### src/hdl/vgn_ram.sv
`timescale 1ns / 1ps

module vgn_ram #(
    parameter int WIDTH = 8,
    parameter int DEPTH = 256
) (
    input  logic                     clk,
    input  logic                     we,
    input  logic [$clog2(DEPTH)-1:0] addr,
    input  logic [WIDTH-1:0]         wdata,
    output logic [WIDTH-1:0]         rdata
);

    logic [WIDTH-1:0] mem [DEPTH];
    logic [WIDTH-1:0] rdata_reg;

    always_ff @(posedge clk)
    begin
        if (we)
            mem[addr] <= wdata;
        rdata_reg <= mem[addr];
    end

    assign rdata = rdata_reg;

endmodule

### config.mk
export PLATFORM = sky130hd
export DESIGN_NAME = vgn_ram
export DESIGN_NICKNAME = d
export VERILOG_FILES = /design/src/hdl/vgn_ram.sv
export SDC_FILE = /design/constraint.sdc
export NUM_CORES = 2
export LEC_CHECK = 0
export BUFFER_PORTS_ARGS = -buffer_cell sky130_fd_sc_hd__buf_2
export CORE_MARGIN = 4
export CORE_UTILIZATION = 50
export DETAILED_ROUTE_END_ITERATION = 12
export GPL_ROUTABILITY_DRIVEN = 0
export GPL_TIMING_DRIVEN = 0
export HOLD_SLACK_MARGIN = 0.15
export PLACE_DENSITY = 0.7
export RECOVER_POWER = 100
export SETUP_SLACK_MARGIN = 0.3
export SLEW_MARGIN = 10
export SYNTH_ARGS = -nofsm -noshare
export SYNTH_HDL_FRONTEND = slang
export SYNTH_SLANG_ARGS = --single-unit
### constraint.sdc
create_clock -name clk -period 3.65 [get_ports clk]
set_clock_uncertainty 0.2 [all_clocks]
set_input_delay 0.1825 -clock clk [delete_from_list [all_inputs] [get_ports clk]]
set_output_delay 0.1825 -clock clk [all_outputs]
set_load 0.03 [all_outputs]
Word level (Yosys, flattened, before mapping):

Memory sizes are Yosys's and may differ from the RTL's. A register that Yosys moved wholly into a read port is not among the register bits.
Cells that the tools add are included.

* memories: 1
* input port bits: 18
* logic and storage cells: 3
* flip-flop bits (word level): 0
* RAM bits: 2048

* multiplexer cells: 2

Memory list
* mem: words 256, width 8, rd ports 1, clocked after Yosys merged registers in 1, wr ports 1, line 14 `logic [WIDTH-1:0] mem [DEPTH];`

Operators by type and width (number)
* 2-to-1 mux 1 bit: 2

Logic depth before layout (Yosys ltp):

* depth after elaboration: 2
* gate-level depth with buffers: 10
* gate-level depth less buffers: 5

Least setup slack after synthesis:

Ideal clock, no wire load.

* path type: in2reg
* from: input addr[1]
* to: memory mem[111][0] (enable)
* arrival time: 2031 ps
* path slack: 1049 ps
* stages: 9
* buffers on the path: 5
* cell sequence: buf_2 -> clkbuf_1 -> clkbuf_1 -> nand2_1 -> buf_2 -> nor2_1 -> nand2_1 -> clkbuf_1 -> nor2_1

RTL lines
* start, declared: line 9 `input logic [$clog2(DEPTH)-1:0] addr,`
* end, declared: line 14

Straight into the memory's write port.

Final worst setup path:

* from: input addr[1]
* to: memory mem[84][4] (enable)

Straight into the memory's write port.

==> flow_summary_export.csv <==
group,metric,value,unit
run_status,status,"finished with violations",
run_status,violations,"capacitance limit, slew limit, setup timing",
clock_tree,root_buffer,"clkbuf_16",
power,p_per_area,547.7,nW/µm²
worst_setup_path,crit_path_top_delay_cell,"clkbuf_2",
worst_setup_path,crit_chain,"buf_2 -> buf_4 -> buf_2 -> buf_2 -> nor2_1 -> nand3_1 -> clkbuf_2 -> nor2_2",
clock_tree,cts_buffers,199,
grt,grt_usage,24.85,%
worst_setup_path,reg2reg_slack,270,ps
worst_setup_path,worst_setup_path_end_kind,"flop",
synthesis,syn_inst,3547,
worst_setup_path,crit_top_cell,"buf_2",
cells_and_area,multi_input_area,16140,µm²
clock_tree,clkTransAtPathRegs,60,ps
synthesis,ys_seq_area_share,78.55,%
timing,fmax,270.1,MHz
timing,finalHoldViolCount,0,
hold_path,hp-start,"wdata[7]",
timing,period_needed,3702,ps
clock_tree,tritoncts,"yes",
worst_setup_path,cp_data_arrival_time,3950,ps
worst_setup_path,r2r-end,"rdata[6]$_DFF_P_",
grt,antenna_found_initial,10,
placement,post_dp_cell_area,81710,µm²
run,cap_violations,14,
grt,overflow,0,
floorplanning,ios,26,
cells_and_area,final_common_cell,"edfxtp_1",
timing,setup_violations,28,
cells_and_area,fillCellCount,11208,
timing,fin_ws,-52.41,ps
hold_path,worstHoldPathType,"in -> reg",
detailed_routing,antenna_left,0,
power,finalPower,48.41,mW
floorplanning,dieHeight,404.2,µm
floorplanning,fp-row-count,145,
synthesis,avgSynthCellArea,22.13,µm²
placement,place.port_buffers,21,
floorplanning,die-area,163400,µm²
timing,slew-limit-headroom,-109.8,%
cells_and_area,regArea,61660,µm²
power,power_leakage,26.64,nW
worst_setup_path,required,3900,ps
floorplanning,core_area,156200,µm²
detailed_routing,wl,201700,µm
synthesis,ys_seq_elements,2056,
grt,grt_max_degree,143,
floorplanning,dieWidth,404.2,µm
clock_tree,clk_latency,840,ps
cells_and_area,layout_common_cells,"edfxtp_1, mux4_2, a22oi_1",
placement,pre_cts_slack,-1603,ps
worst_setup_path,cp_max_fo,10,
detailed_routing,vias,39074,
grt,grt_pass1_wl,286300,µm
detailed_routing,route.detailed.drc,0,
cells_and_area,largest_reg_flops,2048,
timing,hold_ws,171.7,ps
detailed_routing,vias_per_cell,6.481,
timing,rsz0062_at_grt,"yes",
clock_tree,htreeDepth,4,
clock_tree,cts_buffer_depth,3,
detailed_routing,drt_iter0_drc,5542,
worst_setup_path,critPathLaunchType,"input port",
worst_setup_path,critical_path_class,"in -> reg",
cells_and_area,final_layout_size_suffix_gt1_share,26.59,%
grt,grt_pass1_vias,38868,
hold_path,holdPathStages,2,
detailed_routing,wire_per_inst,33.45,µm
power,peakVddDrop,0.5705,mV
hold_path,whs_endpoint,"mem[28][7]$_DFFE_PP_",
synthesis,synthDistinctLibCells,22,
placement,dpl.hpwl,129300,µm
timing,finalCritPeriodShare,101.4,%
synthesis,synth_nets,3565,
synthesis,yosysWarnings,0,
synthesis,syn_area,78490,µm²
timing,finalMaxSlewViolations,868,
timing,worstMarginPinSlew,3148,ps
cells_and_area,postLayoutCellArea,88380,µm²
floorplanning,start_util,50.25,%
detailed_routing,drtPass1Iterations,6,
worst_setup_path,crit_path_max_incr_delay,750,ps
worst_setup_path,worstRegToRegCells,5,
worst_setup_path,r2r_start,"mem[239][6]$_DFFE_PP_",
clock_tree,cts.sinks,2056,
cells_and_area,area_growth,12.60,%
cells_and_area,final_nets,3820,
how the worst max path moves through the flow:
stage	slack (ps)	from	end	depth (start not counted)
CTS	120	addr[3]	mem[107][7]$_DFFE_PP_	8
global placement	-1890	addr[3]	mem[255][1]$_DFFE_PP_	8
floorplan	1050	addr[1]	mem[111][0]$_DFFE_PP_	9
detailed placement	-1600	addr[1]	rdata[3]$_DFF_P_	8
finish	-50	addr[1]	mem[84][4]$_DFFE_PP_	8
global route	40	addr[1]	mem[84][6]$_DFFE_PP_	8
worst max-delay path: cells and delay by family:
kind          cells  cell delay, ps
simple gates      3            1910
buf+inv           5            1830
per-layer routing:
| layer | vias up | part of all wire, % | GRT usage (%) |
|---|---|---|---|
| met5 | - | 0.012 | 0 |
| met4 | 4 | 4.2 | 9.591 |
| met3 | 436 | 13 | 8.701 |
| met2 | 2473 | 46 | 37.28 |
| met1 | 20533 | 37 | 33.90 |
| li1 | 15628 | - | - |
report_power, final:
group,internal (mW),total (mW),switching (mW)
clock network,11.2,19.9,8.73
logic,0.755,2.39,1.64
registers,26.1,26.1,0.0148
total,38.0,48.4,10.4
Yosys cell counts:
library cell,instances,share of area (%)
nor3_1,30,0.19
mux4_2,512,15
nand4_1,8,0.064
or2_2,2,0.016
a21oi_1,128,0.82
buf_6,16,0.23
buf_1,19,0.091
buf_2,36,0.23
nor2_1,232,1.1
dfxtp_1,8,0.20
edfxtp_1,2048,78
and2_1,3,0.024
nor2b_1,7,0.056
clkbuf_1,145,0.69
inv_1,1,0.0048
or3_1,1,0.0080
o41ai_1,32,0.36
buf_4,16,0.15
nand2b_1,6,0.048
a22oi_1,256,2.4
nand2_1,28,0.13
nand3_1,13,0.083
through the flow:
step	util [%]	std cells	setup TNS, ps
after floorplan	-	3547	0
after global placement	51.97	5626	-4170600
after detailed placement	52.31	5640	-1949910
after CTS	56.78	6026	0
after global routing	56.58	6027	0
final	56.58	6029	-565.9
cells by family after synthesis:
family	after synthesis	synth area share [%]
buffers and inverters	233	1.401
flip-flops	2056	78.55
AO/OA/AOI/OAI	416	3.622
multiplexers	512	14.69
AND/OR/NAND/NOR	330	1.733
cell type report:
type	instances	share of cell area, %
plain buffers	232	1.335
multi-input cells	1258	18.26
inverters	1	0.004247
well taps	2058	2.913
flip-flops and latches	2056	69.76
clock buffers	257	6.022
repair buffers	54	0.5762
clock inverters	110	1.116
diodes	3	0.008494
timing repair:
action,CTS,global route
gates resized for setup,169,77
setup buffers,0,0
endpoints found under the setup margin,1536,663
pin swaps,0,2
hold endpoints to repair,1879,0
hold buffers,19,0
Note: power is estimated with default switching activity, not from simulation.
