`config.mk`:
```
export PLATFORM = sky130hd
export DESIGN_NAME = vgn_front
export DESIGN_NICKNAME = d
export VERILOG_FILES = /design/src/hdl/vgn_pkg.sv /design/src/hdl/vgn_front.sv
export SDC_FILE = /design/constraint.sdc
export NUM_CORES = 1
export LEC_CHECK = 0
export ABC_CLOCK_PERIOD_IN_PS = 800
export BUFFER_PORTS_ARGS = -buffer_cell sky130_fd_sc_hd__buf_2
export CAP_MARGIN = 30
export CORE_UTILIZATION = 25
export DETAILED_ROUTE_END_ITERATION = 10
export PLACE_DENSITY = 0.81
export REMOVE_ABC_BUFFERS = 1
export SETUP_SLACK_MARGIN = 0.02
export SYNTH_ARGS = -nofsm -noshare
export SYNTH_HDL_FRONTEND = slang
export SYNTH_SLANG_ARGS = --single-unit
```
`constraint.sdc`:
```
create_clock -name vclk -period 0.8
set_input_delay 0.04 -clock vclk [all_inputs]
set_output_delay 0.04 -clock vclk [all_outputs]
set_load 0.1 [all_outputs]
```
`src/hdl/vgn_pkg.sv`:
```
`timescale 1ns / 1ps

package vgn_pkg;

    localparam int VOLUME_DIM = 256;
    localparam int COORD_W    = 8;
    localparam int VAL_W      = 8;
    localparam int DIM_BITS   = $clog2(VOLUME_DIM);
    localparam int ADDR_W     = 3 * DIM_BITS;
    localparam int RAM_DEPTH  = 2 ** ADDR_W;

    // gradient datapath widths
    localparam int A_W   = 17;  // (255-z)*l + z*h
    localparam int D_W   = 9;   // h - l
    localparam int G_W   = 22;  // signed gradient component
    localparam int MAG_W = 21;  // |gradient component|
    localparam int UU_W  = 29;  // 254 * |g|
    localparam int S_W   = 42;  // sum of squares
    localparam int P_W   = 58;  // widest product kept
    localparam int MB_W  = 32;  // multiplier B operand
    localparam int MSTEP_W = 8; // B bits consumed per cycle
    localparam int MCNT_W  = $clog2(MB_W / MSTEP_W);

    localparam logic [7:0] NORM_MID  = 8'd127;
    localparam logic [7:0] R_MAX     = 8'd254;
    localparam logic [8:0] T_OFFSET  = 9'd255;
    localparam logic [UU_W-1:0] UU_SCALE = UU_W'(254);

    localparam logic [1:0] KIND_WRITE    = 2'd0;
    localparam logic [1:0] KIND_SKIP     = 2'd1;
    localparam logic [1:0] KIND_BORDER   = 2'd2;
    localparam logic [1:0] KIND_INTERIOR = 2'd3;

    typedef struct packed {
        logic [1:0]         kind;
        logic [COORD_W-1:0] x;
        logic [COORD_W-1:0] y;
        logic [COORD_W-1:0] z;
        logic [VAL_W-1:0]   value;
    } item_t;

    typedef struct packed {
        logic            start;
        logic [S_W-1:0]  a;
        logic [MB_W-1:0] b;
    } mul_req_t;

    typedef struct packed {
        logic           done;
        logic [P_W-1:0] product;
    } mul_rsp_t;

    // 5,12,5 smoothing across the gradient direction
    function automatic logic [3:0] side_weight(input logic [1:0] idx);
        side_weight = (idx == 2'd1) ? 4'd12 : 4'd5;
    endfunction

    // depth kernel, already doubled: 2*(1,3,1, 3,6,3, 1,3,1)
    function automatic logic [3:0] depth_weight(input logic [1:0] row, input logic [1:0] col);
        logic rc;
        logic cc;
        rc = (row == 2'd1);
        cc = (col == 2'd1);
        if (rc && cc)
            depth_weight = 4'd12;
        else if (rc || cc)
            depth_weight = 4'd6;
        else
            depth_weight = 4'd2;
    endfunction

endpackage

```
`src/hdl/vgn_front.sv`:
```
`timescale 1ns / 1ps

module vgn_front (
    input  logic                         start,
    output logic                         busy,
    input  logic                         action,
    input  logic [vgn_pkg::COORD_W-1:0]  pos_x,
    input  logic [vgn_pkg::COORD_W-1:0]  pos_y,
    input  logic [vgn_pkg::COORD_W-1:0]  pos_z,
    input  logic [vgn_pkg::VAL_W-1:0]    voxel_value,
    input  logic                         q_full,
    output logic                         push,
    output vgn_pkg::item_t               item
);

    localparam logic [vgn_pkg::COORD_W:0] DIM_LIM  = (vgn_pkg::COORD_W + 1)'(vgn_pkg::VOLUME_DIM);
    localparam logic [vgn_pkg::COORD_W:0] EDGE_LIM = (vgn_pkg::COORD_W + 1)'(vgn_pkg::VOLUME_DIM - 1);

    logic outside;
    logic border;

    assign busy = q_full;
    assign push = start && !q_full;

    assign outside = ({1'b0, pos_x} >= DIM_LIM) || ({1'b0, pos_y} >= DIM_LIM) ||
                     ({1'b0, pos_z} >= DIM_LIM);
    assign border  = (pos_x == '0) || (pos_y == '0) || (pos_z == '0) ||
                     ({1'b0, pos_x} >= EDGE_LIM) || ({1'b0, pos_y} >= EDGE_LIM) ||
                     ({1'b0, pos_z} >= EDGE_LIM);

    always_comb
    begin
        item.x     = pos_x;
        item.y     = pos_y;
        item.z     = pos_z;
        item.value = voxel_value;
        if (!action)
            item.kind = outside ? vgn_pkg::KIND_SKIP : vgn_pkg::KIND_WRITE;
        else
            item.kind = border ? vgn_pkg::KIND_BORDER : vgn_pkg::KIND_INTERIOR;
    end

endmodule

```
Yosys cells after proc, flatten, opt, wreduce, memory -nomap -nowiden
Cells that the tools add are included.
{"block": "classes", "order_cmp": 3, "n_mux": 2, "n_reduce_logical": 10}
{"operator": "greater-or-equal comparator 8 bit (second input constant)", "count": 3}
{"operator": "logical NOT 8 bit", "count": 3}
{"operator": "logical OR 1 bit", "count": 5}
{"operator": "2-to-1 mux 2 bit", "count": 1}
{"operator": "logical AND 1 bit", "count": 1}
{"operator": "logical NOT 1 bit", "count": 1}
{"operator": "2-to-1 mux 1 bit", "count": 1}
{"block": "totals", "ff_bits": 0, "out_inout_bits": 36, "in_bits": 35}

Longest topological paths before layout
Gate-level depths: netlist of the first run.
{"block": "depth", "depth_word": 8, "ltp_mapped": 4, "mapped_depth_nobuf": 4}

Worst setup path before layout of the first run
OpenSTA, ideal clock, no wires.
{"block": "synth_timing", "kind": "in2out", "start": "in pos_z[1] in the netlist's numbering", "end": "out item[32] in the netlist's numbering", "slack_ns": -0.694, "cell_stages": 4, "n_path_buf": 0, "required_time_ns": 0.760, "t_arrival_ns": 1.454, "path_cell_list": "nor4_1 > nand2_1 > o211ai_2 > nor3_2"}
{"element": "start: declaration", "line_no": "vgn_front.sv:9", "rtl": "input logic [vgn_pkg::COORD_W-1:0] pos_z,"}
{"element": "end: declaration", "line_no": "vgn_front.sv:13", "rtl": "output vgn_pkg::item_t item"}

==> metrics, run 1 <==
count of clock buffers in the final design 0; Via density 4.82; fmax 1060 MHz; site row count 13; Layout area overhead 192%; period utilisation layout 118%; Routability Congestion 0.638; Die X-Extent 41.0 microns; crit path launch type primary input; worst-margin pin slew 266 ps; CP required 760 ps; 1st-iter DRT viols 11; PwrDens 1050 mW/mm^2; peak supply drop 0.642 mV; RSZ-0062 raised after global routing true; slew margin rel. 82.2%; hold slack final 80.7 ps; placed cell count 110; nets 132; most frequent cells in the layout 28 x buf_12, 24 x buf_4, 15 x buf_2; GRT Util Overall 19.9%; sequential cell area 0 sq um; initial core utilization 28.2%; vias 530; Overflow after GRT 0; IO Pins 71; Mapped Cells 54; violated checks negative setup slack; Die Footprint 0.00168 sq mm; Netlist cell types 8; First-pass DRT Iterations 6; max-slew violations 0; share of cells above drive strength 1 88.4%; mean post-synth cell area 7.04 sq um; Setup Buffers After CTS 0; Post-Route WL 1760 microns; synthesis warning total 0; # diodes 0; # DRC 0; detailed-route wire length per cell 16.0 microns; first-pass GRT wire length 2170 microns; Worst setup EP type output port; initial antenna violation count 0; most common cell after layout, fill and taps aside buf_12; Core Region 0.00135 sq mm; CP max FO 3; minimum clock period 945 ps; utilization after layout 82.4%; CP Buf/Inv Count 2; crit path cell chain buf_2 -> nand4_1 -> o211ai_2 -> nor3_2 -> buf_12; antenna viol nets, final 0; Seq/Total Area, Yosys 0%; P_leak 0.000517 uW; Critical Path Max Stage Delay 290 ps; FFs & Latches 0; Setup WS pre-CTS -135 ps; HP Class primary input to output port; crit path kind primary input to output port; Crit-path slowest cell nor3_2; fin cells 110; status finished, violations left; Fin. Hold Viols 0; pin count of the biggest net entering global routing 4; # port buffers 55; mapped cell area 380 sq um; die height 41.0 microns; setup violators final 1; critical path arrival 910 ps; cell family with most CP delay simple AND/OR/NAND/NOR gates; Max-cap violations 0; number of global-route vias before repair 483; Final Worst Setup Slack -145 ps
## worst paths after layout
kind      startpoint        to  slack, ps  depth (start not counted)
max         pos_x[4]  item[32]       -150                          5
min   voxel_value[0]   item[0]         80                          0
## cells in the mapped netlist (all sizes together)
cell type / count / area [sq um]
nand4: 6 / 37.5
nor4: 6 / 37.5
o21ai: 2 / 10.0
nor3: 1 / 10.0
buf: 34 / 255
o211ai: 1 / 12.5
nor2b: 1 / 6.26
nand2: 3 / 11.3
## per-layer routing
layer  track usage, %  share of wire, %  wire, microns  vias up
met5                0                 0              0        -
met3             6.52               8.3            146        0
met2             43.8                63           1110       46
met1             17.3                28            500      243
met4                0                 0              0        0
li1                 -                 -              -      241
## stage by stage
stage | TNS, ps | instance area [sq um] | total power, uW
floorplan | -1310 | 125 | 59.1
global placement | -108 | 990 | 1090
detailed placement | -135 | 990 | 1100
CTS | -90.9 | 1070 | 1140
global route | -183 | 1110 | 1190
finish | -145 | 1110 | 1160
## logic make-up after synthesis
logic type,synth area share [%]
buf+inv,67.1
simple gates,27.0
compound gates,5.92
## power by group
group,switching (uW),total (uW),internal [uW]
clock network,0,0,0
logic,723,1160,441
registers,0,0,0
## final cells by class
| type | instances | area, sq um |
|---|---|---|
| tap | 15 | 18.8 |
| multi-input combinational | 20 | 184 |
| fill | 70 | 238 |
| timing repair buffer | 75 | 910 |
## what timing repair did
item                                    in CTS  in global routing
endpoints found under the hold margin        0                  0
gates resized for setup                     19                 11
pin swaps                                   10                  6
cloned                                       0                  0
endpoints found under the setup margin       1                  1
hold buffers                                 0                  0
Note: power is estimated with default switching activity, not from simulation.
==> run 2: changes to the inputs <==
Settings changed: ABC_CLOCK_PERIOD_IN_PS 800 to 1100, CORE_UTILIZATION 25 to 29, PLACE_DENSITY 0.81 to 0.89.
Clock period 0.8 ns to 1.1 ns, I/O delays scaled along.
==> run 2 against run 1 <==
Against the previous run:
- the flow now finishes without violations
- critical endpoint unchanged
- critical path type unchanged
- via count down 19%
- final area down 61%
- critical path depth up 1
- largest power group unchanged
==> metrics, run 2 (same netlist as run 1, synthesis figures left out) <==
minimum clock period 982 ps; Overflow after GRT 0 (unchanged); period utilisation layout 89.3%; HP Class primary input to output port; antenna viol nets, final 0 (unchanged); # diodes 0 (unchanged); max-slew violations 0 (unchanged); fmax 1020 MHz; CP required 1040 ps (+280 ps); Hold-fix buffers, CTS 0 (unchanged); utilization after layout 37.8% (-45 points); filler instances 133 (+90%); Die Footprint 0.00146 sq mm (-13%); Worst setup EP type output port; site row count 12 (-1); end of the worst hold path item[2]; combinational share of power 100.0% (about the same); CP max FO 3 (unchanged); hold slack final 111 ps (+30.2 ps); detailed-route wire length per cell 11.5 microns (-28%); share of cells above drive strength 1 78.7% (-9.8 points); nets 112 (-15%); setup violators final 0 (-1); initial antenna violation count 0 (unchanged); Psw 461 uW (-36%); Post-Route WL 1030 microns (-42%); number of global-route vias before repair 322 (-33%); min-delay src voxel_value[2]; Fin. Hold Viols 0 (unchanged); RSZ-0062 raised after global routing false; vias 427 (-19%); setup TNS 0 ps (+145 ps); GRT Util Overall 10.6% (-9.2 points); clock group share of total power 0% (unchanged); Via density 4.80 (-0.42%); FFs & Latches 0 (unchanged); most common cell after layout, fill and taps aside buf_2; IO Pins 71 (unchanged); # port buffers 55 (unchanged); count of clock buffers in the final design 0 (unchanged); final instance area 437 sq um (-61%); most frequent cells in the layout 54 x buf_2, 6 x nand4_1, 4 x nor4_1; peak supply drop 0.379 mV (-41%); P_leak 0.000244 uW (-53%); First-pass DRT Iterations 2 (-4); first-pass GRT wire length 1150 microns (-47%); Internal Power 80.5 uW (-82%); pin count of the biggest net entering global routing 4 (unchanged); initial core utilization 32.9% (+4.7 points); 1st-iter DRT viols 1 (-10); status finished clean; Core Region 0.00116 sq mm (-14%); placed cell count 89 (-19%); Reg power frac 0% (unchanged); # DRC 0 (unchanged); Area after DPL 418 sq um (-58%); PwrDens 1240 mW/mm^2 (+18%); critical path arrival 930 ps (+20 ps); Die X-Extent 38.2 microns (-6.8%); crit path launch type primary input; fin cells 89 (-19%); Max-cap violations 0 (unchanged); slew margin rel. 67.5% (-15 points); WHS Path Cells 0 (unchanged); Routability Congestion 0.648 (+1.5%); die height 38.2 microns (-6.8%); switch share 85.1% (+23 points); Layout area overhead 14.8%; sequential cell area 0 sq um (unchanged); Worst Setup SP pos_x[1]; crit path kind primary input to output port; worst-margin pin slew 490 ps (+224 ps); multi-input combinational cell area 138 sq um (-25%)
==> run 2: changes by cell type in the layout (fill, tap and decap cells not counted) <==
cell / change
buf_6: -6
buf_2: +39
buf_4: -24
buf_12: -28
buf_8: -1
o21ai_0: +2
nor4_4: -2
o21ai_2: -1
o21ai_1: -1
nor4_2: -2
nor4_1: +4
==> run 2: layer usage <==
| layer | share of wire, % | vias up | GRT usage, % |
|---|---|---|---|
| met2 | 57 | 35 | 22.5 |
| met3 | 15 | 0 | 7.56 |
| met1 | 28 | 191 | 7.64 |
| li1 | - | 201 | - |
| met4 | 0 | 0 | 0 |
| met5 | 0 | - | 0 |
==> run 2: per-stage QoR <==
stage | worst slack [ps] | power, uW
final | 118 | 541
after global routing | 21.9 | 557
after CTS | 44.8 | 534
after detailed placement | 44.1 | 534
after global placement | 67.8 | 531
after floorplan | -424 | 43.0
==> run 2: worst max path at each step <==
stage	end	slack [ps]	cells after the start
after global routing	item[32]	20	6
after floorplan	item[32]	-420	4
after global placement	item[32]	70	6
after detailed placement	item[32]	40	6
final	item[32]	120	6
after CTS	item[32]	40	6
==> run 2: power by group through the flow <==
stage | sequential, uW | clock, uW | combinational [uW]
final | 0 | 0 | 541
after global placement | 0 | 0 | 531
after detailed placement | 0 | 0 | 534
after CTS | 0 | 0 | 534
after global routing | 0 | 0 | 557
after floorplan | 0 | 0 | 43.0
==> run 2: worst max-delay path, stage by stage <==
cell and delay [ps]:
buf_2 120, nor4_2 300, nand2_1 80, o21ai_0 110, nor3_2 80, buf_6 190
==> run 2: what timing repair did <==
| action | CTS | global route |
|---|---|---|
| setup endpoints to repair | 0 | 1 |
| endpoints found under the hold margin | 0 | 0 |
| resized for setup | 0 | 5 |
| buffers inserted | 0 | 0 |
==> run 2: layout make-up <==
cell class                      count  area share, %
Multi-Input combinational cell     20           31.5
Tap cell                           14           4.01
Timing Repair Buffer               55           64.5
