[src/hdl/vgn_pkg.sv]
`timescale 1ns / 1ps

package vgn_pkg;

    localparam int VOLUME_DIM = 256;
    localparam int COORD_W    = 8;
    localparam int VAL_W      = 8;
    localparam int DIM_BITS   = $clog2(VOLUME_DIM);
    localparam int ADDR_W     = 3 * DIM_BITS;
    localparam int RAM_DEPTH  = 2 ** ADDR_W;

    // gradient datapath widths
    localparam int A_W   = 17;  // (255-z)*l + z*h
    localparam int D_W   = 9;   // h - l
    localparam int G_W   = 22;  // signed gradient component
    localparam int MAG_W = 21;  // |gradient component|
    localparam int UU_W  = 29;  // 254 * |g|
    localparam int S_W   = 42;  // sum of squares
    localparam int P_W   = 58;  // widest product kept
    localparam int MB_W  = 32;  // multiplier B operand
    localparam int MSTEP_W = 8; // B bits consumed per cycle
    localparam int MCNT_W  = $clog2(MB_W / MSTEP_W);

    localparam logic [7:0] NORM_MID  = 8'd127;
    localparam logic [7:0] R_MAX     = 8'd254;
    localparam logic [8:0] T_OFFSET  = 9'd255;
    localparam logic [UU_W-1:0] UU_SCALE = UU_W'(254);

    localparam logic [1:0] KIND_WRITE    = 2'd0;
    localparam logic [1:0] KIND_SKIP     = 2'd1;
    localparam logic [1:0] KIND_BORDER   = 2'd2;
    localparam logic [1:0] KIND_INTERIOR = 2'd3;

    typedef struct packed {
        logic [1:0]         kind;
        logic [COORD_W-1:0] x;
        logic [COORD_W-1:0] y;
        logic [COORD_W-1:0] z;
        logic [VAL_W-1:0]   value;
    } item_t;

    typedef struct packed {
        logic            start;
        logic [S_W-1:0]  a;
        logic [MB_W-1:0] b;
    } mul_req_t;

    typedef struct packed {
        logic           done;
        logic [P_W-1:0] product;
    } mul_rsp_t;

    // 5,12,5 smoothing across the gradient direction
    function automatic logic [3:0] side_weight(input logic [1:0] idx);
        side_weight = (idx == 2'd1) ? 4'd12 : 4'd5;
    endfunction

    // depth kernel, already doubled: 2*(1,3,1, 3,6,3, 1,3,1)
    function automatic logic [3:0] depth_weight(input logic [1:0] row, input logic [1:0] col);
        logic rc;
        logic cc;
        rc = (row == 2'd1);
        cc = (col == 2'd1);
        if (rc && cc)
            depth_weight = 4'd12;
        else if (rc || cc)
            depth_weight = 4'd6;
        else
            depth_weight = 4'd2;
    endfunction

endpackage

[src/hdl/vgn_queue.sv]
`timescale 1ns / 1ps

module vgn_queue (
    input  logic           clk,
    input  logic           rst_n,
    input  logic           push,
    input  vgn_pkg::item_t push_item,
    input  logic           pop,
    output vgn_pkg::item_t head,
    output logic           full,
    output logic           empty
);

    vgn_pkg::item_t entries [2];
    logic       wr_ptr_reg, wr_ptr_next;
    logic       rd_ptr_reg, rd_ptr_next;
    logic [1:0] count_reg, count_next;

    assign full  = (count_reg == 2'd2);
    assign empty = (count_reg == 2'd0);
    assign head  = entries[rd_ptr_reg];

    always_comb
    begin
        wr_ptr_next = push ? ~wr_ptr_reg : wr_ptr_reg;
        rd_ptr_next = pop ? ~rd_ptr_reg : rd_ptr_reg;
        count_next  = count_reg + {1'b0, push} - {1'b0, pop};
    end

    always_ff @(posedge clk or negedge rst_n)
    begin
        if (!rst_n)
        begin
            wr_ptr_reg <= 1'b0;
            rd_ptr_reg <= 1'b0;
            count_reg  <= 2'd0;
        end
        else
        begin
            wr_ptr_reg <= wr_ptr_next;
            rd_ptr_reg <= rd_ptr_next;
            count_reg  <= count_next;
        end
    end

    always_ff @(posedge clk)
    begin
        if (push)
            entries[wr_ptr_reg] <= push_item;
    end

endmodule

[config.mk]
export PLATFORM = sky130hd
export DESIGN_NAME = vgn_queue
export DESIGN_NICKNAME = d
export VERILOG_FILES = /design/src/hdl/vgn_pkg.sv /design/src/hdl/vgn_queue.sv
export SDC_FILE = /design/constraint.sdc
export NUM_CORES = 1
export LEC_CHECK = 0
export BUFFER_PORTS_ARGS = -buffer_cell sky130_fd_sc_hd__clkbuf_2
export CAP_MARGIN = 25
export CELL_PAD_IN_SITES_DETAIL_PLACEMENT = 1
export CELL_PAD_IN_SITES_GLOBAL_PLACEMENT = 1
export CORE_MARGIN = 2
export CORE_UTILIZATION = 46
export CTS_BUF_LIST = sky130_fd_sc_hd__clkbuf_8
export DETAILED_ROUTE_END_ITERATION = 7
export PLACE_DENSITY = 0.81
export SLEW_MARGIN = 15
export SYNTH_ARGS = -nofsm -noshare
export SYNTH_HDL_FRONTEND = slang
export SYNTH_SLANG_ARGS = --single-unit
[constraint.sdc]
create_clock -name clk -period 2.7 [get_ports clk]
set_input_delay 0.135 -clock clk [delete_from_list [all_inputs] [get_ports clk]]
set_output_delay 0.135 -clock clk [all_outputs]
set_load 0.05 [all_outputs]
* Word-level counts from Yosys, hierarchy flattened
Memories as Yosys holds them, arrays and structs flattened.
Index checks and enable logic that the tools add are counted.
** Cells by class
- Equality and inequality tests :: 1
- Mux-type cells :: 2
- Reduce and logical (&&, ||, !) cells :: 1
- Bitwise gates (word level) :: 2
- Add/sub/neg operators :: 2
** Operators by type and width (number)
- 2-bit by 1-bit adder with 2-bit output :: 1
- 2-bit == test (second input constant) :: 1
- 2-bit zero test :: 1
- 1-bit two-way mux :: 2
- 1-bit NOT :: 2
- 2-bit by 1-bit subtractor with 2-bit output :: 1
** Word-level totals
- Logic and storage cells :: 12
- Bits in writable memories :: 68
- Memories kept :: 1
- Register bits after elaboration :: 4
- Output and inout bits :: 36
** Memory list
- entries :: depth 2, width 34, rd ports 1, clocked after Yosys merged registers in 0, write ports 1, line vgn_queue.sv:14 : vgn_pkg::item_t entries [2];

* Longest topological paths before layout
Gate-level depths: netlist of the first run.
- Word-level depth :: 2
- Gate-level depth with buffers :: 5
- Gate-level depth less buffers :: 5

* Worst setup path after synthesis of the first run
Ideal clock, no wire load.
- Path type :: register -> register
- Start point :: reg wr_ptr_reg
- End point :: mem entries[0][0] (netlist name), enable pin
- Setup slack :: 341 ps
- Arrival time :: 1930 ps
- Period minus slack after synthesis :: 2359 ps
- Cell stages (with the launch flop) :: 2
- Path through :: dfrtp_1 nor2b_1
** RTL lines
- start, declared :: line vgn_queue.sv:15 : logic wr_ptr_reg, wr_ptr_next;
- start signal, assigned :: line vgn_queue.sv:40 : wr_ptr_reg <= wr_ptr_next;
- end, declared :: line vgn_queue.sv:14
Straight into the memory's write port.

==> run summary, run 1 <==
TritonCTS clock tree: yes
final-report max-slew violation count: 0
number of antenna violations at the first check in global routing: 0
Period Utilization, post-route: 75.3%
number of design-rule violations left by the first detailed-router iteration: 73
number of maximum-capacitance violations: 0
cell count after synthesis: 121
total global routing track utilization: 16.9%
status: finished, final reports clean
count of cell types in the netlist: 13
Area growth, synth to finish: 30.4%
CP Capture Type: primary output
Fill cells: 546
unrepaired setup endpoints after global routing: no
initial core utilization: 47.3%
H-tree depth reported by CTS: 3
core region area: 0.00592 mm²
WL final: 5320 µm
Pwr Total: 4.13 mW
layout cells sized above 1: 52.5%
achievable frequency: 492 MHz
die width: 82.0 µm
CTS Root Buffer Type: sky130_fd_sc_hd__clkbuf_8
Netlist Area Pre-Place: 0.00280 mm²
count of unresolved DRC violations after routing: 0
number of register bits inferred by synthesis: 72
startpoint kind of the worst setup timing path: register
number of nets still failing antenna checks after routing: 0
worst skew pair latency: 0.33 ns
static leakage power: 1.52 nW
number of cells on the worst reg-to-reg path: 1
via density per instance: 4.76
number of nets in the finished design: 272
Min Clock Period, post-route: 2.03 ns
number of warnings reported in the yosys synthesis log: 0
max FFs per register: 68
Finished Cell Area: 0.00365 mm²
maximum fanout along the worst path: 14
average instance area after synthesis: 23.2 µm²
post-place instance area: 0.00322 mm²
top-level I/O count: 74
Tightest Pin Transition: 1.01 ns
number of diodes added for antenna fixing: 0
via count: 1480
post_cts resized: 0
number of hold-slack violations in the final timing report: 0
Max clock buf depth: 2
worst clock skew: 0.00960 ns
normalized max-slew margin: 32.6%
Core Rows: 28
cell depth of the worst hold path: 1
detailed-placement wirelength estimate: 3390 µm
first-pass GRT wire length: 7830 µm
total negative setup slack: 0 ns
number of setup violations in the final report: 0
total power density per cell area: 1130 mW/mm²
cts bufs inserted: 9
Routed wire per std cell: 17.1 µm
routability congestion estimate: 0.676
Final Core Density: 61.7%
sequential fraction of the synthesis area: 76.5%
Die Height: 82.0 µm
Tightest Hold Check Type: in -> reg
Synthesized Nets: 161
critical path type: reg -> out
pin count of the biggest net entering global routing: 35
endpoint required time on the critical path: 2.57 ns
Initial DRT Pass Iterations: 4
maximum vdd ir drop: 0.562 mV
buffers added on ports: 73
arrival time at the worst endpoint: 1.90 ns
Clock Pin Slew Worst Setup and Hold Paths: 0.07 ns
Clock Sink Count: 72
die footprint: 0.00673 mm²
residual overflow from global routing: 0
via count of the first global-routing pass: 1579
timing repair:
item                      CTS  global route
hold endpoints to repair   51             6
hold buffers               25             3
buffers inserted            0             0
metrics by stage:
| stage | instances | hold WS [ns] | setup WS [ns] |
|---|---|---|---|
| 2_1_floorplan | 121 | -0.161 | 0.341 |
| 3_3_place_gp | 268 | -0.0453 | 1.06 |
| 3_5_place_dp | 268 | -0.0402 | 1.02 |
| 4_1_cts | 308 | 0.000274 | 0.658 |
| 5_1_grt | 311 | 0.000246 | 0.571 |
| 6_report | 311 | 0.00275 | 0.667 |
layout make-up:
cell class	count	area, µm²	share of cell area (%)
inverters	2	7.51	0.205
clock inverters	6	28.8	0.788
clock buffers	9	124	3.39
multi-input cells	43	588	16.1
well taps	75	93.8	2.57
flip-flops and latches	72	2140	58.7
repair buffers	104	668	18.3
worst paths after layout:
| check | startpoint | slack, ns | to |
|---|---|---|---|
| worst max-delay path | rd_ptr_reg | 0.67 | head[3] |
| worst min-delay path | push_item[31] | 0.003 | entries[1][31] |
| worst max register to register | wr_ptr_reg | 1.08 | entries[0][10] |
| worst min register to register | wr_ptr_reg | 0.55 | wr_ptr_reg |
| max in group asynchronous | rst_n | 2.40 | rd_ptr_reg |
| min in group asynchronous | rst_n | 0.15 | count_reg[1] |
Yosys cell counts (all sizes together):
cell | number | area (µm²)
nor2 | 1 | 3.75
xor3 | 1 | 23.8
dfrtp | 4 | 100
xor2 | 2 | 17.5
ha | 2 | 25.0
edfxtp | 68 | 2040
and2 | 1 | 6.26
inv | 2 | 7.51
nor2b | 2 | 12.5
buf | 4 | 71.3
mux2 | 34 | 492
where the power goes:
group          internal (mW)  switching (mW)  leakage [nW]
Clock                  0.315           0.371        0.0811
Combinational          0.607            1.22         0.757
Sequential              1.49           0.125         0.684
Total                   2.41            1.72          1.52
metal layers:
layer	track usage (%)	part of all wire [%]	routed length, µm
met3	3.74	3.8	201
met2	29.3	54	2850
met4	10.3	3.0	159
met5	0	0	0
met1	18.9	40	2110
cell usage in the layout, fill, tap and decap left out:
cell type | Yosys | layout
sky130_fd_sc_hd__edfxtp_1 | 68 | 68
sky130_fd_sc_hd__xor3_1 | 1 | 1
sky130_fd_sc_hd__and2_1 | 1 | 1
sky130_fd_sc_hd__clkinvlp_4 | 0 | 1
sky130_fd_sc_hd__dfrtp_1 | 4 | 3
sky130_fd_sc_hd__clkbuf_2 | 0 | 73
sky130_fd_sc_hd__dlygate4sd3_1 | 0 | 28
sky130_fd_sc_hd__xor2_1 | 2 | 2
sky130_fd_sc_hd__ha_1 | 2 | 2
sky130_fd_sc_hd__nor2b_4 | 0 | 1
sky130_fd_sc_hd__clkbuf_8 | 0 | 9
sky130_fd_sc_hd__clkinv_2 | 0 | 2
sky130_fd_sc_hd__mux2_4 | 29 | 29
sky130_fd_sc_hd__dfrtp_2 | 0 | 1
sky130_fd_sc_hd__clkinv_1 | 0 | 2
sky130_fd_sc_hd__nor2b_1 | 2 | 1
sky130_fd_sc_hd__buf_4 | 0 | 3
sky130_fd_sc_hd__inv_1 | 2 | 3
sky130_fd_sc_hd__mux2_2 | 5 | 5
sky130_fd_sc_hd__nor2_1 | 1 | 1
worst max-delay path: stages, from the launching register on:
cell and delay, ns:
sky130_fd_sc_hd__dfrtp_2 0.62, sky130_fd_sc_hd__buf_4 0.34, sky130_fd_sc_hd__mux2_2 0.37, sky130_fd_sc_hd__clkbuf_2 0.24
kinds of logic after synthesis:
| kind of cell | Yosys count | synth area share (%) |
|---|---|---|
| flops | 72 | 76.5 |
| mux | 34 | 17.6 |
| buf+inv | 6 | 2.81 |
| simple gates | 4 | 0.804 |
| xor+xnor | 3 | 1.47 |
| fa+ha+maj | 2 | 0.893 |
(Power assumes the default switching activity.)
==> run 2, diff against run 1 <==
--- a/config.mk
+++ b/config.mk
@@ -10,10 +10,10 @@
 export CELL_PAD_IN_SITES_DETAIL_PLACEMENT = 1
 export CELL_PAD_IN_SITES_GLOBAL_PLACEMENT = 1
 export CORE_MARGIN = 2
-export CORE_UTILIZATION = 46
+export CORE_UTILIZATION = 41
 export CTS_BUF_LIST = sky130_fd_sc_hd__clkbuf_8
 export DETAILED_ROUTE_END_ITERATION = 7
-export PLACE_DENSITY = 0.81
+export PLACE_DENSITY = 0.77
 export SLEW_MARGIN = 15
 export SYNTH_ARGS = -nofsm -noshare
 export SYNTH_HDL_FRONTEND = slang
==> constraint.sdc (replaced) <==
create_clock -name clk -period 1.66 [get_ports clk]
set_input_delay 0.083 -clock clk [delete_from_list [all_inputs] [get_ports clk]]
set_output_delay 0.083 -clock clk [all_outputs]
set_load 0.05 [all_outputs]
==> run summary, run 2 (synthesized netlist as in run 1, its figures left out) <==
Core Rows: 30 (was 28)
layout cells sized above 1: 53.0% (was 52.5%)
Tightest Pin Transition: 0.316 ns (was 1.01 ns)
core region area: 0.00672 mm² (was 0.00592 mm²)
Min Clock Period, post-route: 1.60 ns
commonest non-fill, non-tap cell in the layout: sky130_fd_sc_hd__edfxtp_1 (was sky130_fd_sc_hd__clkbuf_2)
WL final: 5320 µm (about the same)
first-pass GRT wire length: 8400 µm (was 7830 µm)
multi-input combinational cell area: 589 µm² (was 588 µm²)
endpoint required time on the critical path: 1.58 ns (was 2.57 ns)
delay of the slowest cell on the worst path: 0.44 ns (was 0.62 ns)
Clock Sink Count: 72 (unchanged)
via count: 1523 (was 1480)
number of antenna violations at the first check in global routing: 0 (unchanged)
CTS Root Buffer Type: sky130_fd_sc_hd__clkbuf_8 (unchanged)
number of diodes added for antenna fixing: 0 (unchanged)
static leakage power: 1.61 nW (was 1.52 nW)
Tightest Hold Check Type: in -> async (was in -> reg)
status: finished, final reports clean (unchanged)
Period Utilization, post-route: 96.4%
sequential cell area: 0.00214 mm² (unchanged)
normalized max-slew margin: 79.0% (was 32.6%)
initial core utilization: 41.7% (was 47.3%)
delay-heaviest family, CP: flip-flops (unchanged)
Pwr Total: 7.20 mW (was 4.13 mW)
cts bufs inserted: 9 (unchanged)
number of nets in the finished design: 284 (was 272)
number of hold-slack violations in the final timing report: 0 (unchanged)
flop2flop setup slack: 0.40 ns (was 1.08 ns)
buffers added on ports: 73 (unchanged)
unrepaired setup endpoints after global routing: no (unchanged)
residual overflow from global routing: 0 (unchanged)
achievable frequency: 625 MHz
count of unresolved DRC violations after routing: 0 (unchanged)
number of maximum-capacitance violations: 0 (unchanged)
critical path's slowest cell: sky130_fd_sc_hd__dfrtp_2 (unchanged)
arrival time at the worst endpoint: 1.52 ns (was 1.90 ns)
total negative setup slack: 0 ns (unchanged)
startpoint kind of the worst setup timing path: register (unchanged)
number of design-rule violations left by the first detailed-router iteration: 37 (was 73)
Clock Pin Slew Worst Setup and Hold Paths: 0.08 ns (was 0.07 ns)
via count of the first global-routing pass: 1731 (was 1579)
total global routing track utilization: 15.4% (was 16.9%)
CP Capture Type: primary output (unchanged)
final-report max-slew violation count: 0 (unchanged)
detailed-placement wirelength estimate: 3470 µm (was 3390 µm)
TritonCTS clock tree: yes (unchanged)
maximum fanout along the worst path: 22 (was 14)
number of setup buffers added after CTS: 0 (unchanged)
Buf/Inv on CP: 2 (unchanged)
H-tree depth reported by CTS: 3 (unchanged)
worst clock skew: 0.00564 ns (was 0.00960 ns)
sequence of cells on the critical path: buf_12 -> mux2_4 -> clkbuf_2 (was buf_4 -> mux2_2 -> clkbuf_2)
Die Height: 86.7 µm (was 82.0 µm)
critical path type: reg -> out (unchanged)
maximum vdd ir drop: 0.929 mV (was 0.562 mV)
die footprint: 0.00751 mm² (was 0.00673 mm²)
leading cell types in the layout, fill and taps excluded: sky130_fd_sc_hd__edfxtp_1 (68), sky130_fd_sc_hd__clkbuf_2 (58), sky130_fd_sc_hd__dlygate4sd3_1 (37), sky130_fd_sc_hd__mux2_4 (29), sky130_fd_sc_hd__buf_2 (14) (was sky130_fd_sc_hd__clkbuf_2 (73), sky130_fd_sc_hd__edfxtp_1 (68), sky130_fd_sc_hd__mux2_4 (29), sky130_fd_sc_hd__dlygate4sd3_1 (28), sky130_fd_sc_hd__clkbuf_8 (9))
number of nets still failing antenna checks after routing: 0 (unchanged)
Initial DRT Pass Iterations: 4 (unchanged)
max FFs per register: 68 (unchanged)
routability congestion estimate: 0.635 (was 0.676)
via density per instance: 4.63 (was 4.76)
Fill cells: 628 (was 546)
Max clock buf depth: 2 (unchanged)
total power density per cell area: 1870 mW/mm² (was 1130 mW/mm²)
Area growth, synth to finish: 37.7% (was 30.4%)
worst skew pair latency: 0.34 ns (was 0.33 ns)
pin count of the biggest net entering global routing: 23 (was 35)
top-level I/O count: 74 (unchanged)
Routed wire per std cell: 16.2 µm (was 17.1 µm)
number of setup violations in the final report: 0 (unchanged)
die width: 86.7 µm (was 82.0 µm)
[run 2: changes by cell type in the layout (fill, tap and decap cells not counted), sizes merged]
cell,change
buf,+18
bufinv,+2
dlygate4sd3,+9
clkinv,-1
clkbuf,-15
[run 2: worst paths after layout]
kind,endpoint,startpoint,cells after the start
worst max-delay path,head[22],rd_ptr_reg,3
worst min-delay path,rd_ptr_reg,rst_n,2
worst max register to register,entries[1][7],wr_ptr_reg,2
worst min register to register,wr_ptr_reg,wr_ptr_reg,1
max in group asynchronous,rd_ptr_reg,rst_n,2
min in group clk,entries[0][30],push_item[30],2
[run 2: what timing repair did]
action                                 CTS  global route
gates cloned                             0             0
endpoints found under the hold margin   73             1
pin swaps                                0             0
setup endpoints to repair               12            15
gates resized for setup                  2            15
hold buffers                            36             1
[run 2: power by group]
group | internal, mW | total [mW] | switching, mW | leakage (nW)
registers | 2.42 | 2.55 | 0.132 | 0.684
logic | 1.08 | 3.16 | 2.08 | 0.814
clock network | 0.848 | 1.50 | 0.647 | 0.110
total | 4.35 | 7.20 | 2.86 | 1.61
[run 2: per-stage QoR]
| step | instance area, µm² | hold slack, ns | setup WS [ns] | instances | util (%) |
|---|---|---|---|---|---|
| after floorplan | 2810 | -0.213 | 0.000408 | 121 | - |
| after global placement | 3260 | -0.0992 | 0.379 | 276 | 48.6 |
| after detailed placement | 3260 | -0.0969 | 0.357 | 276 | 48.6 |
| after CTS | 3850 | 0.000191 | 0.00520 | 328 | 57.3 |
| after global routing | 3860 | 0.105 | 0.000427 | 329 | 57.4 |
| final | 3860 | 0.107 | 0.0604 | 329 | 57.4 |
[run 2: layer usage]
| metal | part of all wire (%) | GRT usage, % | wire (µm) |
|---|---|---|---|
| met4 | 1.5 | 7.24 | 80 |
| met3 | 5.4 | 4.38 | 289 |
| met5 | 0 | 0 | 0 |
| met1 | 40 | 17.2 | 2110 |
| met2 | 53 | 27.2 | 2840 |
[run 2: final cells by class]
cell class,instances,area share (%)
flip-flops and latches,72,55.5
repair buffers,116,20.7
multi-input cells,43,15.3
clock buffers,9,3.21
well taps,80,2.59
clock inverters,7,2.46
inverters,2,0.195
